[src/sv/lbpc_pkg.sv]
// ----------------------------------------------------------------------------
// lbpc_pkg
// Shared types and constants for the LED blink/pulse controller.
// ----------------------------------------------------------------------------
`default_nettype none

package lbpc_pkg;

    // Command codes
    localparam logic [2:0] CMD_TICK   = 3'd0;
    localparam logic [2:0] CMD_ON     = 3'd1;
    localparam logic [2:0] CMD_OFF    = 3'd2;
    localparam logic [2:0] CMD_TOGGLE = 3'd3;
    localparam logic [2:0] CMD_BLINK  = 3'd4;
    localparam logic [2:0] CMD_PULSE  = 3'd5;

    // Configuration register indexes
    localparam logic REG_PULSE_PERIOD  = 1'b0;
    localparam logic REG_BLINK_DIVIDER = 1'b1;

    // Register reset values
    localparam logic [7:0] PULSE_PERIOD_RST  = 8'd10;
    localparam logic [7:0] BLINK_DIVIDER_RST = 8'd15;

    // Mode target marking pulse mode; zero is steady mode
    localparam logic [7:0] PULSE_MODE  = 8'hff;
    localparam logic [7:0] MODE_STEADY = 8'h00;
    localparam logic [7:0] RAMP_TOP    = 8'hff;

    // Step strobes for the current command
    typedef struct packed {
        logic step;
        logic blink;
    } step_t;

    // Pin drive of one LED
    typedef struct packed {
        logic       level;
        logic       pwm_on;
        logic [7:0] duty;
    } led_drive_t;

endpackage

`default_nettype wire

[src/sv/led_blink_pulse_controller.sv]
// ----------------------------------------------------------------------------
// led_blink_pulse_controller
// Two-LED pattern controller: steady, toggle, blink bursts and pulse ramp.
// ----------------------------------------------------------------------------
// Usage notes
//   Input channel (in_valid/in_ready) carries one command per transfer:
//   cmd, led_select and blink_count. A tick command advances the millisecond
//   counter; every pulse_period ticks a pattern step runs on both LEDs.
//   Output channel (out_valid/out_ready) carries one result per command with
//   both LEDs' pin level, PWM enable and duty as they stand after it.
//   The result is registered at the edge that takes the command. Throughput
//   is one command per cycle while out_ready stays high, set by the single
//   output register; the next command is taken while a result is being
//   collected in the same cycle.
//   If the receiver stalls, the result waits in the output register and
//   in_ready drops until it is taken; no state changes meanwhile.
//   Reset clears all LED state to steady-off, the counters to zero and the
//   registers to pulse_period 10 and blink_divider 15.
//   Configuration (cfg_wen/cfg_addr/cfg_wdata) writes take effect at once
//   and should be made while the block is idle.
// ----------------------------------------------------------------------------
`default_nettype none

module led_blink_pulse_controller
    import lbpc_pkg::*;
#(
    parameter int MAX_FLASHES = 8
)
(
    input  wire logic       clk,
    input  wire logic       rst_n,
    // configuration write port
    input  wire logic       cfg_wen,
    input  wire logic       cfg_addr,
    input  wire logic [7:0] cfg_wdata,
    // command channel
    input  wire logic       in_valid,
    output logic            in_ready,
    input  wire logic [2:0] cmd,
    input  wire logic       led_select,
    input  wire logic [7:0] blink_count,
    // result channel
    output logic            out_valid,
    input  wire logic       out_ready,
    output logic            ready_level,
    output logic            ready_pwm_on,
    output logic [7:0]      ready_duty,
    output logic            error_level,
    output logic            error_pwm_on,
    output logic [7:0]      error_duty
);

    logic       fire;
    logic       out_valid_reg;
    step_t      strobes;
    led_drive_t ready_drive, error_drive;
    led_drive_t ready_out_reg, error_out_reg;

    // A command is taken whenever the result register is empty or draining.
    assign in_ready = !out_valid_reg || out_ready;
    assign fire     = in_valid && in_ready;

    lbpc_timebase u_timebase
    (
        .clk       (clk),
        .rst_n     (rst_n),
        .cfg_wen   (cfg_wen),
        .cfg_addr  (cfg_addr),
        .cfg_wdata (cfg_wdata),
        .tick_fire (fire && cmd == CMD_TICK),
        .strobes   (strobes)
    );

    // LED 0: ready
    lbpc_led #(.MAX_FLASHES(MAX_FLASHES)) u_led_ready
    (
        .clk         (clk),
        .rst_n       (rst_n),
        .fire        (fire),
        .selected    (!led_select),
        .cmd         (cmd),
        .blink_count (blink_count),
        .strobes     (strobes),
        .drive_next  (ready_drive)
    );

    // LED 1: error
    lbpc_led #(.MAX_FLASHES(MAX_FLASHES)) u_led_error
    (
        .clk         (clk),
        .rst_n       (rst_n),
        .fire        (fire),
        .selected    (led_select),
        .cmd         (cmd),
        .blink_count (blink_count),
        .strobes     (strobes),
        .drive_next  (error_drive)
    );

    // Result register
    always_ff @(posedge clk or negedge rst_n)
    begin
        if (!rst_n)
            out_valid_reg <= 1'b0;
        else if (fire)
            out_valid_reg <= 1'b1;
        else if (out_ready)
            out_valid_reg <= 1'b0;
    end

    always_ff @(posedge clk)
    begin
        if (fire)
        begin
            ready_out_reg <= ready_drive;
            error_out_reg <= error_drive;
        end
    end

    assign out_valid    = out_valid_reg;
    assign ready_level  = ready_out_reg.level;
    assign ready_pwm_on = ready_out_reg.pwm_on;
    assign ready_duty   = ready_out_reg.duty;
    assign error_level  = error_out_reg.level;
    assign error_pwm_on = error_out_reg.pwm_on;
    assign error_duty   = error_out_reg.duty;

endmodule

`default_nettype wire

[src/sv/lbpc_timebase.sv]
// ----------------------------------------------------------------------------
// lbpc_timebase
// Tick counter, step divider and their configuration registers.
// ----------------------------------------------------------------------------
`default_nettype none

module lbpc_timebase
    import lbpc_pkg::*;
(
    input  wire logic       clk,
    input  wire logic       rst_n,
    input  wire logic       cfg_wen,
    input  wire logic       cfg_addr,
    input  wire logic [7:0] cfg_wdata,
    input  wire logic       tick_fire,
    output step_t           strobes
);

    logic [7:0] pulse_period_reg;
    logic [7:0] blink_divider_reg;
    logic [7:0] tick_count_reg, tick_count_next;
    logic [7:0] step_div_reg, step_div_next;
    logic [7:0] tick_inc, div_inc;

    always_comb
    begin
        tick_inc        = tick_count_reg + 8'd1;
        div_inc         = step_div_reg + 8'd1;
        tick_count_next = tick_count_reg;
        step_div_next   = step_div_reg;
        strobes         = '0;
        if (tick_fire)
        begin
            tick_count_next = tick_inc;
            // "reached or passed" so a lowered period never wraps round
            if (tick_inc >= pulse_period_reg)
            begin
                tick_count_next = '0;
                strobes.step    = 1'b1;
                step_div_next   = div_inc;
                if (div_inc >= blink_divider_reg)
                begin
                    step_div_next = '0;
                    strobes.blink = 1'b1;
                end
            end
        end
    end

    always_ff @(posedge clk or negedge rst_n)
    begin
        if (!rst_n)
        begin
            pulse_period_reg  <= PULSE_PERIOD_RST;
            blink_divider_reg <= BLINK_DIVIDER_RST;
            tick_count_reg    <= '0;
            step_div_reg      <= '0;
        end
        else
        begin
            tick_count_reg <= tick_count_next;
            step_div_reg   <= step_div_next;
            if (cfg_wen)
            begin
                case (cfg_addr)
                    REG_PULSE_PERIOD:  pulse_period_reg  <= cfg_wdata;
                    REG_BLINK_DIVIDER: blink_divider_reg <= cfg_wdata;
                    default: ;
                endcase
            end
        end
    end

endmodule

`default_nettype wire

[src/sv/lbpc_led.sv]
// ----------------------------------------------------------------------------
// lbpc_led
// State and pattern logic of one LED: steady, blink and pulse modes.
// ----------------------------------------------------------------------------
`default_nettype none

module lbpc_led
    import lbpc_pkg::*;
#(
    parameter int MAX_FLASHES = 8
)
(
    input  wire logic       clk,
    input  wire logic       rst_n,
    input  wire logic       fire,
    input  wire logic       selected,
    input  wire logic [2:0] cmd,
    input  wire logic [7:0] blink_count,
    input  wire step_t      strobes,
    output led_drive_t      drive_next
);

    localparam logic [7:0] MAX_T = 8'(MAX_FLASHES);

    logic [7:0] mode_reg, mode_next;
    logic [4:0] flash_reg, flash_next;
    logic [7:0] ramp_reg, ramp_next;
    logic       down_reg, down_next;
    logic       level_reg, level_next;
    logic       pwm_reg, pwm_next;
    logic [7:0] duty_reg, duty_next;
    logic [4:0] twice;
    logic       ramp_dir;
    logic [7:0] ramp_step;
    logic [7:0] blink_t;

    always_comb
    begin
        mode_next  = mode_reg;
        flash_next = flash_reg;
        ramp_next  = ramp_reg;
        down_next  = down_reg;
        level_next = level_reg;
        pwm_next   = pwm_reg;
        duty_next  = duty_reg;
        twice      = {mode_reg[3:0], 1'b0};
        ramp_dir   = down_reg;
        ramp_step  = ramp_reg;
        blink_t    = (blink_count > mode_reg) ? blink_count : mode_reg;
        if (blink_t < 8'd1)
            blink_t = 8'd1;
        if (blink_t > MAX_T)
            blink_t = MAX_T;

        if (fire)
        begin
            case (cmd)
                CMD_TICK:
                begin
                    if (strobes.step && mode_reg == PULSE_MODE)
                    begin
                        if (ramp_reg == RAMP_TOP)
                            ramp_dir = 1'b1;
                        else if (ramp_reg == 8'd0)
                            ramp_dir = 1'b0;
                        ramp_step = ramp_dir ? ramp_reg - 8'd1 : ramp_reg + 8'd1;
                        down_next = ramp_dir;
                        ramp_next = ramp_step;
                        if (ramp_step == 8'd0)
                        begin
                            pwm_next   = 1'b0;
                            level_next = 1'b0;
                        end
                        else
                        begin
                            duty_next = ramp_step;
                            pwm_next  = 1'b1;
                        end
                    end
                    else if (strobes.step && strobes.blink && mode_reg != MODE_STEADY)
                    begin
                        if (flash_reg == twice)
                        begin
                            // end of pause: start a new burst
                            flash_next = '0;
                            level_next = 1'b1;
                        end
                        else if ({3'b000, flash_reg} < mode_reg)
                        begin
                            level_next = ~level_reg;
                            if (level_reg)
                                flash_next = flash_reg + 5'd1;
                        end
                        else
                        begin
                            flash_next = flash_reg + 5'd1;
                        end
                    end
                end
                CMD_ON:
                begin
                    if (selected)
                    begin
                        pwm_next   = 1'b0;
                        mode_next  = MODE_STEADY;
                        level_next = 1'b1;
                    end
                end
                CMD_OFF:
                begin
                    if (selected)
                    begin
                        pwm_next   = 1'b0;
                        mode_next  = MODE_STEADY;
                        level_next = 1'b0;
                    end
                end
                CMD_TOGGLE:
                begin
                    if (selected)
                    begin
                        pwm_next = 1'b0;
                        if (mode_reg == MODE_STEADY)
                            level_next = ~level_reg;
                        else
                        begin
                            mode_next  = MODE_STEADY;
                            level_next = 1'b0;
                        end
                    end
                end
                CMD_BLINK:
                begin
                    if (selected)
                    begin
                        pwm_next   = 1'b0;
                        mode_next  = blink_t;
                        flash_next = {blink_t[3:0], 1'b0};
                    end
                end
                CMD_PULSE:
                begin
                    if (selected)
                    begin
                        ramp_next = '0;
                        mode_next = PULSE_MODE;
                        down_next = 1'b0;
                    end
                end
                default: ;
            endcase
        end

        drive_next.level  = level_next;
        drive_next.pwm_on = pwm_next;
        drive_next.duty   = duty_next;
    end

    always_ff @(posedge clk or negedge rst_n)
    begin
        if (!rst_n)
        begin
            mode_reg  <= MODE_STEADY;
            flash_reg <= '0;
            ramp_reg  <= '0;
            down_reg  <= 1'b0;
            level_reg <= 1'b0;
            pwm_reg   <= 1'b0;
            duty_reg  <= '0;
        end
        else
        begin
            mode_reg  <= mode_next;
            flash_reg <= flash_next;
            ramp_reg  <= ramp_next;
            down_reg  <= down_next;
            level_reg <= level_next;
            pwm_reg   <= pwm_next;
            duty_reg  <= duty_next;
        end
    end

endmodule

`default_nettype wire

[config.mk]
export PLATFORM = sky130hd
export DESIGN_NAME = led_blink_pulse_controller
export DESIGN_NICKNAME = d
export VERILOG_FILES = /design/src/sv/lbpc_pkg.sv /design/src/sv/led_blink_pulse_controller.sv /design/src/sv/lbpc_timebase.sv /design/src/sv/lbpc_led.sv
export SDC_FILE = /design/constraint.sdc
export NUM_CORES = 1
export LEC_CHECK = 0
export BUFFER_PORTS_ARGS = -buffer_cell sky130_fd_sc_hd__buf_2
export CORE_MARGIN = 2
export CORE_UTILIZATION = 63
export CTS_BUF_LIST = sky130_fd_sc_hd__clkbuf_8
export DETAILED_ROUTE_END_ITERATION = 10
export GPL_TIMING_DRIVEN = 0
export PLACE_DENSITY = 0.94
export SKIP_CTS_REPAIR_TIMING = 1
export SLEW_MARGIN = 40
export SYNTH_ARGS = -nofsm -noshare
export SYNTH_HDL_FRONTEND = slang
export SYNTH_SLANG_ARGS = --single-unit
[constraint.sdc]
create_clock -name clk -period 4.6 [get_ports clk]
set_input_delay 0.69 -clock clk [delete_from_list [all_inputs] [get_ports clk]]
set_output_delay 0.69 -clock clk [all_outputs]
set_load 0.02 [all_outputs]
==> results.md, run 1 <==
* Delay-heaviest family, CP: compound AO/OA/AOI/OAI gates
* Leak Pwr at 3.74 nW
* Clock network fraction of total power at 32.8%
* IO Port Bufs at 45
* Max VDD drop at 0.249 mV
* Largest net degree at the start of global routing at 66
* Gr ovfl total at 0
* Number of global-route vias before repair at 6047
* Layout cells sized above 1 at 15.7%
* CTS tree: built
* Register share of total power at 44.6%
* WL met3 at 1040 um
* Setup WS pre-CTS at 167 ps
* Clock sink count at 117
* Met2 WL at 8420 um
* Fin crit share at 95.4%
* DR WL/cell at 17.7 um
* Slowest CP cell: or4_1
* Die height at 109 um
* Setup WS post-layout at 210 ps
* Post-synth EDFFs at 20
* Logic pwr share at 22.6%
* RSZ-0062 raised after global routing: no
* Iter 0 DRT Violations at 451
* CP Cell Sequence: or4_1 > o21ai_1 > o21ai_1 > fa_1 > a211oi_1 > nor2_1 > xor2_1 > or4_4 > o31ai_4 > nand2_1 > a221o_1
* Max Cap Violations at 0
* IO Pins at 48
* Clock Root Buffer: clkbuf_8
* Avg Cell Area, Syn at 9.72 sq um
* Ys async rst share at 82.9%
* Worst clock skew at 8.24 ps
* H-tree Lvls at 4
* Power Dens Cells at 364 nW/um^2
* DIE AREA at 11900 sq um
* Post-route minimum period at 4390 ps
* Syn Nets at 802
* Crit-path max FO at 10
* Crit path top cell by count: o21ai_1
* Placeable Area at 10800 sq um
* Most frequent cells in the layout: nand2_1 (114), dfrtp_1 (91), o21ai_0 (68)
* CP Data Required Time at 4800 ps
* HP Class: input port to async pin
* Startpoint types: flop
* Placer Congestion at 0.935
* Highest metal used: met4
* Placed cells at 902
* Status: completed
* Clk_lat worst skew at 450 ps
* CP bufs+invs at 0
* Max incr delay on CP at 530 ps
* Die boundary width at 109 um
* # setup viols final at 0
* Area grow syn2layout at 12.3%
* GRT Overall Usage at 30.5%
* First-pass GRT wire length at 28200 um
* Mapped Cells at 716
* Fillers at 722
* Met1 wire length at 6670 um
* Critical path type: flop to flop
* Slew @ Worst Pin at 712 ps
* Register area share after synthesis at 43.6%
* Count of cell types in the netlist at 65
* Synth Register Bits at 117
* Crit end category: flop
* Non-filler instance count after layout at 937
* Antenna Cells at 0
* Post-Route WL at 16600 um
* Drc violations at 0
* P_sw at 0.935 mW
* Yosys warns at 0
* Layout Utilization at 72.4%
* Post-Syn Area at 6960 sq um
* Post-DP HPWL at 12200 um
* Final #Nets at 870
* CTS buffer count at 17
* Initial antenna violation count at 0
* Routed Antenna Nets at 0
* Row count at 38
* Sum Neg Setup Slack at 0 ps
* Max Clk Rate at 228 MHz
* Number of vias per cell at 6.37
* Drt pass-1 iters at 5
* Commonest non-fill, non-tap cell in the layout: nand2_1
* Arr. time, crit path at 4590 ps
* Starting Density at 64.5%
* Ys flop type: dfrtp_1
* Sw frac at 32.8%
* Relative slew slack at 52.2%
* Max Slew Vio Count at 0
* Int Pwr at 1.91 mW
* Reg clk slew, reported paths at 80 ps
* Worst hold margin at 92.1 ps
* Final Hold Fails at 0
* DR vias at 5972
* Longest Clk Path Bufs at 2
==> through the flow <==
step	power [mW]	cell area (sq um)
floorplan	1.72	6960
global placement	1.86	7360
detailed placement	1.91	7400
CTS	2.84	7790
global route	3.00	7810
finish	2.85	7810
==> metal layers <==
metal	GRT usage (%)	vias up
met5	0	-
met4	16.3	0
met3	6.40	49
met2	50.4	244
met1	37.4	2928
li1	-	2751
==> worst paths after layout <==
kind	start	to	slack [ps]	cells past startpoint
setup / recovery	u_led_ready.ramp_reg[0]$_DFFE_PN0P_	ready_level$_DFFE_PP_	210	11
hold / removal	rst_n	u_led_error.flash_reg[1]$_DFFE_PN0P_	90	1
setup reg to reg	u_led_ready.ramp_reg[0]$_DFFE_PN0P_	ready_level$_DFFE_PP_	210	11
hold reg to reg	u_led_error.duty_reg[3]$_DFF_PN0_	u_led_error.duty_reg[3]$_DFF_PN0_	480	2
max in group asynchronous	rst_n	u_timebase.pulse_period_reg[3]$_DFFE_PN1P_	3880	2
min in group clk	cfg_wdata[1]	u_timebase.pulse_period_reg[1]$_DFFE_PN1P_	460	3
==> cell families after synthesis <==
family	share of synthesized area, %
adders and majority gates	11.0
and+or+nand+nor	17.0
AOI/OAI and AO/OA	17.2
buffers and inverters	3.17
muxes	3.87
DFF	43.6
xor gates and xnor gates	4.15
==> layout make-up <==
cell class	instances	area, sq um	area share (%)
Buffer	15	66.3	0.849
Sequential cell	117	3040	38.8
Timing Repair Buffer	49	285	3.65
Tap cell	140	175	2.24
Clock buffer	17	234	2.99
Inverter	41	155	1.99
Clock inverter	15	156	2.00
Multi-Input combinational cell	543	3710	47.4
==> cells in the mapped netlist (4+ instances only) <==
master | instances | area [sq um]
nor3_1 | 12 | 60.1
dfstp_2 | 6 | 158
a21oi_1 | 28 | 140
dfrtp_1 | 91 | 2280
mux2_2 | 15 | 169
mux2i_1 | 10 | 100
and3_1 | 8 | 50.1
a22o_1 | 13 | 114
o211ai_1 | 4 | 30.0
or4_1 | 8 | 60.1
or3_1 | 4 | 25.0
nor2b_1 | 6 | 37.5
xnor2_1 | 19 | 166
nand3_1 | 19 | 95.1
clkbuf_1 | 9 | 33.8
and2_1 | 5 | 31.3
a31oi_1 | 6 | 37.5
o21ai_0 | 70 | 350
buf_2 | 5 | 25.0
inv_1 | 40 | 150
nand2_1 | 114 | 428
a21o_1 | 7 | 52.6
ha_1 | 58 | 726
a211o_1 | 6 | 52.6
nand4_1 | 13 | 81.3
o21ai_2 | 4 | 35.0
o41ai_1 | 6 | 52.6
nor2_1 | 32 | 120
xor2_1 | 14 | 123
edfxtp_1 | 20 | 601
nand2b_1 | 12 | 75.1
==> power groups by stage <==
stage                     Combinational, mW  Clock [mW]  Sequential (mW)
after CTS                             0.637       0.943             1.26
after global placement                0.583           0             1.28
after floorplan                       0.457           0             1.26
after detailed placement              0.631           0             1.28
final                                 0.644       0.933             1.27
after global routing                  0.727       0.997             1.28
Power figures use the tool's default switching activity.
==> inputs of run 2 (changes only) <==
--- a/config.mk
+++ b/config.mk
@@ -11,7 +11,8 @@
 export CTS_BUF_LIST = sky130_fd_sc_hd__clkbuf_8
 export DETAILED_ROUTE_END_ITERATION = 10
 export GPL_TIMING_DRIVEN = 0
-export PLACE_DENSITY = 0.94
+export PLACE_DENSITY = 0.92
+export REMOVE_ABC_BUFFERS = 1
 export SKIP_CTS_REPAIR_TIMING = 1
 export SLEW_MARGIN = 40
 export SYNTH_ARGS = -nofsm -noshare
==> results.md, run 2 (synthesized netlist as in run 1, its figures left out) <==
* Crit end category: flop
* CP Cell Sequence: or4_1 > o21ai_1 > o21ai_1 > fa_1 > a211oi_1 > nor2_1 > xor2_1 > or4_4 > o31ai_4 > nand2_1 > a221o_1
* DR WL/cell at 18.2 um (+2.5%)
* Fin crit share at 96.0% (+0.55 points)
* Clock sink count at 117 (unchanged)
* Leak Pwr at 3.72 nW (-0.50%)
* Max Cap Violations at 0 (unchanged)
* # setup viols final at 0 (unchanged)
* Drc violations at 0 (unchanged)
* Layout Utilization at 71.9% (-0.49 points)
* Clock Root Buffer: clkbuf_8
* Starting Density at 64.5% (unchanged)
* DR vias at 5879 (-1.6%)
* Status: completed
* Area of the multi-input gates at 3720 sq um (+0.34%)
* Longest Clk Path Bufs at 2 (unchanged)
* Number of global-route vias before repair at 5919 (-2.1%)
* H-tree Lvls at 4 (unchanged)
* Routed Antenna Nets at 0 (unchanged)
* IO Pins at 48 (unchanged)
* FF-to-FF End: ready_level$_DFFE_PP_
* Power Dens Cells at 365 nW/um^2 (+0.18%)
* Relative slew slack at 46.9% (-5.3 points)
* Row count at 38 (unchanged)
* Final #Nets at 859 (-1.3%)
* CP Data Required Time at 4780 ps (-20 ps)
* Number of vias per cell at 6.35 (-0.39%)
* Iter 0 DRT Violations at 606 (+34%)
* Clk_lat worst skew at 450 ps (about the same)
* CTS buffer count at 17 (unchanged)
* CP bufs+invs at 0 (unchanged)
* CP Launch Point: u_led_ready.ramp_reg[0]$_DFFE_PN0P_
* Antenna Cells at 0 (unchanged)
* Layout cells sized above 1 at 16.0% (+0.35 points)
* CTS tree: built
* Final Hold Fails at 0 (unchanged)
* CP Depth at 11 (unchanged)
* Crit-path max FO at 10 (unchanged)
* Placeable Area at 10800 sq um (unchanged)
* Max Slew Vio Count at 0 (unchanged)
* Initial antenna violation count at 0 (unchanged)
* Startpoint types: flop
* Worst r2r src: u_led_ready.ramp_reg[0]$_DFFE_PN0P_
* GRT Overall Usage at 30.2% (-0.25 points)
* Max incr delay on CP at 560 ps (+30 ps)
* Arr. time, crit path at 4600 ps (about the same)
* R2R Setup Slk at 180 ps (-30 ps)
* Crit path top cell by count: o21ai_1
* Crit path to: ready_level$_DFFE_PP_
* Max VDD drop at 0.200 mV (-19%)
* First-pass GRT wire length at 28100 um (-0.27%)
* Worst hold margin at 200 ps (+108 ps)
* Slew @ Worst Pin at 791 ps (+78.9 ps)
* Slowest CP cell: or4_1
* Worst R2R Path Depth at 11 (unchanged)
* Area grow syn2layout at 11.6%
* Drt pass-1 iters at 5 (unchanged)
* Post-route minimum period at 4420 ps (+25.4 ps)
* DIE AREA at 11900 sq um (unchanged)
* Max Clk Rate at 226 MHz (-0.58%)
* Most frequent cells in the layout: nand2_1 (114), dfrtp_1 (91), o21ai_0 (67)
* IO Port Bufs at 47 (+4.4%)
* Placer Congestion at 0.925 (-1.1%)
* Die height at 109 um (unchanged)
* Commonest non-fill, non-tap cell in the layout: nand2_1
* Sequential cell area at 3040 sq um (unchanged)
* Reg clk slew, reported paths at 80 ps (about the same)
* Critical path type: flop to flop
* Delay-heaviest family, CP: compound AO/OA/AOI/OAI gates
* Gr ovfl total at 0 (unchanged)
* Largest net degree at the start of global routing at 55 (-17%)
* Worst clock skew at 15.7 ps (+7.50 ps)
* Fillers at 722 (unchanged)
* Die boundary width at 109 um (unchanged)
* Post-Route WL at 16800 um (+1.3%)
* Post-DP HPWL at 11800 um (-3.5%)
* HP Class: input port to async pin
* RSZ-0062 raised after global routing: no
-- run 2: worst min-delay path by stage --
stage,from,end,slack [ps],cells past startpoint
after CTS,rst_n,u_timebase.blink_divider_reg[4]$_DFFE_PN0P_,210,1
after detailed placement,u_led_error.duty_reg[5]$_DFF_PN0_,u_led_error.duty_reg[5]$_DFF_PN0_,460,2
after floorplan,rst_n,out_valid$_DFFE_PN0P_,390,0
after global placement,u_led_error.duty_reg[2]$_DFF_PN0_,u_led_error.duty_reg[2]$_DFF_PN0_,460,2
final,rst_n,u_timebase.step_div_reg[3]$_DFFE_PN0P_,200,1
after global routing,rst_n,u_timebase.step_div_reg[3]$_DFFE_PN0P_,230,1
-- run 2: area by class of cell --
class                      count  share of cell area (%)
clock inverter                14                    1.64
clock buffer                  18                    3.19
multi-input combinational    543                    47.9
tap                          140                    2.26
timing repair buffer          53                    3.89
sequential                   117                    39.1
inverter                      41                    2.00
-- run 2: through the flow --
stage               setup WS, ps  setup TNS, ps  power (mW)  instance area [sq um]  cells
finish                       185              0        2.83                   7760    926
global placement            -207          -1020        1.85                   7300    888
detailed placement           258              0        1.92                   7380    893
CTS                          206              0        2.82                   7750    925
global route                19.0              0        2.97                   7760    926
floorplan                    534              0        1.71                   6890    701
-- run 2: metal layers --
metal	GRT usage, %	routed length, um	vias to the layer above	part of all wire (%)
li1	-	-	2715	-
met2	52.3	8510	256	51
met1	38.1	6810	2845	40
met5	0	0	-	0
met4	10.4	429	0	2.5
met3	5.62	1090	63	6.5
-- run 2: report_power, final --
group	switching [mW]	internal [mW]	total [mW]
clock	0.459	0.444	0.903
combinational	0.377	0.273	0.650
sequential	0.123	1.16	1.28
